[config.mk]
export PLATFORM = sky130hd
export DESIGN_NAME = els_div
export DESIGN_NICKNAME = d
export VERILOG_FILES = /design/src/rtl/core/els_pkg.sv /design/src/rtl/core/els_div.sv
export SDC_FILE = /design/constraint.sdc
export NUM_CORES = 1
export LEC_CHECK = 0
export BUFFER_PORTS_ARGS = -buffer_cell sky130_fd_sc_hd__buf_2
export CORE_MARGIN = 3
export CORE_UTILIZATION = 52
export DETAILED_ROUTE_END_ITERATION = 12
export PLACE_DENSITY = 0.78
export SYNTH_ARGS = -nofsm -noshare
export SYNTH_HDL_FRONTEND = slang
export SYNTH_SLANG_ARGS = --single-unit
[constraint.sdc]
create_clock -name clk -period 2.92 [get_ports clk]
set_input_delay 0.146 -clock clk [delete_from_list [all_inputs] [get_ports clk]]
set_output_delay 0.146 -clock clk [all_outputs]
set_load 0.005 [all_outputs]
[src/rtl/core/els_pkg.sv]
package els_pkg;

  localparam int TICK_W = 32;
  localparam int LAT_W = 31;
  localparam int CNT_W = 11;
  localparam int SUM_W = 41;
  localparam int IDX_W = 10;
  localparam int STAT_W = 3;
  localparam int DIV_STEPS = SUM_W;
  localparam int STEP_W = $clog2(DIV_STEPS + 1);

  localparam logic [CNT_W-1:0] SERIES_RESET = 11'd10;

  typedef logic [STAT_W-1:0] status_t;

  localparam status_t ST_FALLING = 3'd0;
  localparam status_t ST_STORED = 3'd1;
  localparam status_t ST_ACCEPTED = 3'd2;
  localparam status_t ST_NEGATIVE = 3'd3;
  localparam status_t ST_START_FULL = 3'd4;
  localparam status_t ST_NO_START = 3'd5;
  localparam status_t ST_RETURN_FULL = 3'd6;

endpackage

[src/rtl/core/els_div.sv]
module els_div (
  input  logic                      clk,
  input  logic                      rst_n,
  input  logic                      start,
  input  logic [els_pkg::SUM_W-1:0] dividend,
  input  logic [els_pkg::CNT_W-1:0] divisor,
  output logic                      done,
  output logic [els_pkg::LAT_W-1:0] quotient
);
  import els_pkg::*;

  logic [SUM_W-1:0]  quo_r, quo_nxt;
  logic [CNT_W-1:0]  rem_r, rem_nxt;
  logic [CNT_W-1:0]  dvs_r;
  logic [STEP_W-1:0] cnt_r, cnt_nxt;
  logic              busy_r, busy_nxt;
  logic              done_r, done_nxt;
  logic [CNT_W:0]    trial;
  logic [CNT_W:0]    diff;

  always_comb begin
    trial = {rem_r, quo_r[SUM_W-1]};
    diff = trial - {1'b0, dvs_r};
    quo_nxt = quo_r;
    rem_nxt = rem_r;
    cnt_nxt = cnt_r;
    busy_nxt = busy_r;
    done_nxt = 1'b0;
    if (start) begin
      quo_nxt = dividend;
      rem_nxt = '0;
      cnt_nxt = STEP_W'(DIV_STEPS);
      busy_nxt = 1'b1;
    end else if (busy_r) begin
      if (trial >= {1'b0, dvs_r}) begin
        rem_nxt = diff[CNT_W-1:0];
        quo_nxt = {quo_r[SUM_W-2:0], 1'b1};
      end else begin
        rem_nxt = trial[CNT_W-1:0];
        quo_nxt = {quo_r[SUM_W-2:0], 1'b0};
      end
      cnt_nxt = cnt_r - 1'b1;
      if (cnt_r == STEP_W'(1)) begin
        busy_nxt = 1'b0;
        done_nxt = 1'b1;
      end
    end
  end

  always_ff @(posedge clk) begin
    if (!rst_n) begin
      busy_r <= 1'b0;
      done_r <= 1'b0;
      cnt_r <= '0;
    end else begin
      busy_r <= busy_nxt;
      done_r <= done_nxt;
      cnt_r <= cnt_nxt;
    end
  end

  always_ff @(posedge clk) begin
    quo_r <= quo_nxt;
    rem_r <= rem_nxt;
    if (start) begin
      dvs_r <= divisor;
    end
  end

  assign done = done_r;
  assign quotient = quo_r[LAT_W-1:0];

endmodule

==> flow_metrics.py <==
metrics = {
    "worst_setup_path": {
        "timing.rr.end": "rem_r[3]",
        "worstReg2RegStart": "quo_r[40]",
        "startpoint": "quo_r[40]",
        "cp.required_ps": 3160,
        "path_cells": "inv_1 -> ha_1 -> fa_1 -> nor2b_4 -> o31a_1 -> o21ai_4 -> o21ai_4 -> buf_4 -> mux2i_1 -> a211oi_1",
        "cp_common_cell": "o21ai_4",
        "worstRegToRegCells": 10,
        "r2r_slack_ps": 440,
        "max_stage_delay_ps": 450,
        "crit_arrival_ps": 2720,
        "critPathCapture": "rem_r[3]",
        "critPathMaxFanout": 8,
        "crit_path_end_kind": "flop",
        "worst_path_max_delay_cell": "fa_1",
        "setup.worst_path.start_class": "flop",
        "worstSetupPathType": "reg2reg",
    },
    "finish": {
        "fillers": 560,
        "num_antenna_cells": 0,
        "post-route-cell-area_sq_um": 4320,
        "area_growth_syn_to_layout_pct": 15.2,
        "drive_gt1_share_pct": 40.5,
        "layout.nets": 443,
        "multi_input_area_sq_um": 1450,
        "seq_area_sq_um": 1940,
    },
    "drt": {
        "wl_mm": 7.21,
        "routedWlPerCell_microns": 15.2,
        "vias_per_cell": 5.18,
        "dr.pass1.iters": 4,
        "antenna_left": 0,
        "initialDrtViolationCount": 89,
        "num_vias": 2454,
        "drc": 0,
    },
    "logic_synthesis": {
        "synthTopCellsByArea": "edfxtp_1 42%, mux2_2 12%, dfxtp_1 10%",
        "synth_edf_count": 52,
        "synthTopCellsByCount": "52 x edfxtp_1, 41 x mux2_2, 31 x buf_4, 20 x nor2_1, 19 x dfxtp_1",
        "yosysMostFrequentCell": "edfxtp_1",
        "synth_area_sq_um": 3750,
        "syn_nets": 375,
        "syn_area_per_cell_sq_um": 12.3,
        "yosysTopAreaCell": "edfxtp_1",
        "yosysSeqAreaShare_pct": 51.8,
        "synth_cell_types": 49,
        "netlist.area_leader.share_pct": 41.6,
        "yosys_warnings": 0,
        "syn_inst": 306,
        "synth-main-ff-cell": "edfxtp_1",
        "async_reset_ff_share_pct": 0,
        "ys_seq_elements": 71,
    },
    "flow_run": {
        "maxCapViolations": 0,
    },
    "timing": {
        "finalMaxSlewViolations": 0,
        "rsz0062_at_grt": "false",
        "relSlewSlack_pct": 37.0,
        "tns_ps": 0,
        "period_share_pct": 84.8,
        "fmaxAchievable_mhz": 404,
        "finalSetupViolCount": 0,
        "holdWs_ps": 69.5,
        "period_minus_slack_ps": 2480,
        "finClkSkew_ps": 13.3,
        "worstMarginPinSlew_ps": 945,
        "final-hold-violation-count": 0,
    },
    "power": {
        "leakage_nw": 1.78,
        "power_mw": 2.51,
        "power.density_nw_per_um2": 581,
        "vdd_drop_max_mv": 0.381,
    },
    "clock_network": {
        "cts_hold_buffers": 11,
        "root_buffer": "clkbuf_8",
        "clockBufferDepth": 2,
        "postCtsSetupBuffers": 0,
        "cts_tree": "yes",
        "cts.clk_slew.worst_paths_ps": 80,
        "cts_made_buffers": 9,
        "clock_latency_ps": 340,
        "cts-resized-gates": 0,
        "cts_max_level": 3,
        "clkSinkCount": 71,
    },
    "floorplanning": {
        "core_sq_um": 6910,
        "chipWidth_microns": 90.9,
        "io_pins": 87,
        "die_y_microns": 90.9,
        "dieArea_sq_um": 8270,
        "rows": 30,
        "start_util_pct": 54.3,
    },
    "min_path": {
        "hold_class": "in2reg",
    },
    "global_route": {
        "antenna_found_initial": 0,
        "grt_max_degree": 42,
        "grt_pass1_wl_mm": 12.2,
        "grt_pass1_vias": 2569,
        "grt_util_all_layers_pct": 18.5,
        "global_route.overflow_total": 0,
    },
    "placed_design": {
        "port_buffers": 86,
        "postPlaceCellArea_sq_um": 4040,
        "finalWeightedCongestion": 0.845,
        "dp_hpwl_mm": 4.94,
    },
    "run_status": {
        "status": "complete, no violations",
    },
}
-- kinds of logic after synthesis --
kind of cell	Yosys count	synth area share [%]
buf+inv	61	9.61
fa+ha+maj	14	4.87
flops	71	51.8
compound gates	45	8.51
mux	47	13.9
simple gates	58	9.01
xor+xnor	10	2.34
-- final cells by class --
class                   instances  share of cell area (%)
clock inverters                 5                    1.16
well taps                      96                    2.78
inverters                      17                    1.48
clock buffers                  10                    2.95
multi-input cells             174                    33.5
flip-flops and latches         71                    44.9
repair buffers                101                    13.2
-- per-stage QoR --
step | cells | util, % | setup slack [ps]
2_1_floorplan | 306 | - | 669
3_3_place_gp | 448 | 58.4 | 587
3_5_place_dp | 448 | 58.4 | 464
4_1_cts | 474 | 62.6 | 459
5_1_grt | 474 | 62.6 | 262
6_report | 474 | 62.6 | 445
-- layer usage --
| metal | wire [microns] | vias to the layer above | track usage (%) |
|---|---|---|---|
| met5 | 0 | - | 0 |
| met4 | 112 | 0 | 7.66 |
| met3 | 440 | 10 | 5.47 |
| met2 | 3550 | 67 | 30.3 |
| met1 | 3110 | 1159 | 22.9 |
| li1 | - | 1218 | - |
-- placed cells by master, fill, tap and decap left out, types with 5 or more instances in the layout --
master / count
dfxtp_1: 19
a211oi_1: 8
inv_1: 17
edfxtp_1: 52
ha_1: 13
nor2_1: 20
clkbuf_8: 9
xnor2_1: 7
o21ai_0: 6
nand2_1: 9
o21a_1: 5
mux2i_1: 6
a21oi_1: 9
dlygate4sd3_1: 11
nand2b_1: 5
mux2_2: 41
buf_2: 86
-- worst max-delay path: cells and delay by family (launching register included) --
kind	cells	cell delay (ps)
AOI/OAI and AO/OA	4	840
and+or+nand+nor	1	140
adders and majority gates	2	670
buffers and inverters	2	280
muxes	1	80
DFF	1	360
-- flip-flops by register name (all words and copies together) (netlist names) --
name	flops
quo_r	41
cnt_r	6
rem_r	11
busy_r	1
dvs_r	11
done	1
-- worst min path at each step --
stage	end	from	slack [ps]	cells past startpoint
global placement	dvs_r[5]	divisor[5]	320	1
finish	cnt_r[5]	rst_n	70	2
detailed placement	dvs_r[6]	divisor[6]	320	1
global route	cnt_r[5]	rst_n	60	2
CTS	cnt_r[5]	rst_n	60	2
floorplan	dvs_r[0]	divisor[0]	240	0
-- power by group --
group / switching (mW) / internal, mW / total (mW)
Sequential: 0.0545 / 1.20 / 1.25
Combinational: 0.264 / 0.256 / 0.520
Clock: 0.355 / 0.383 / 0.739
Power figures use the tool's default switching activity.
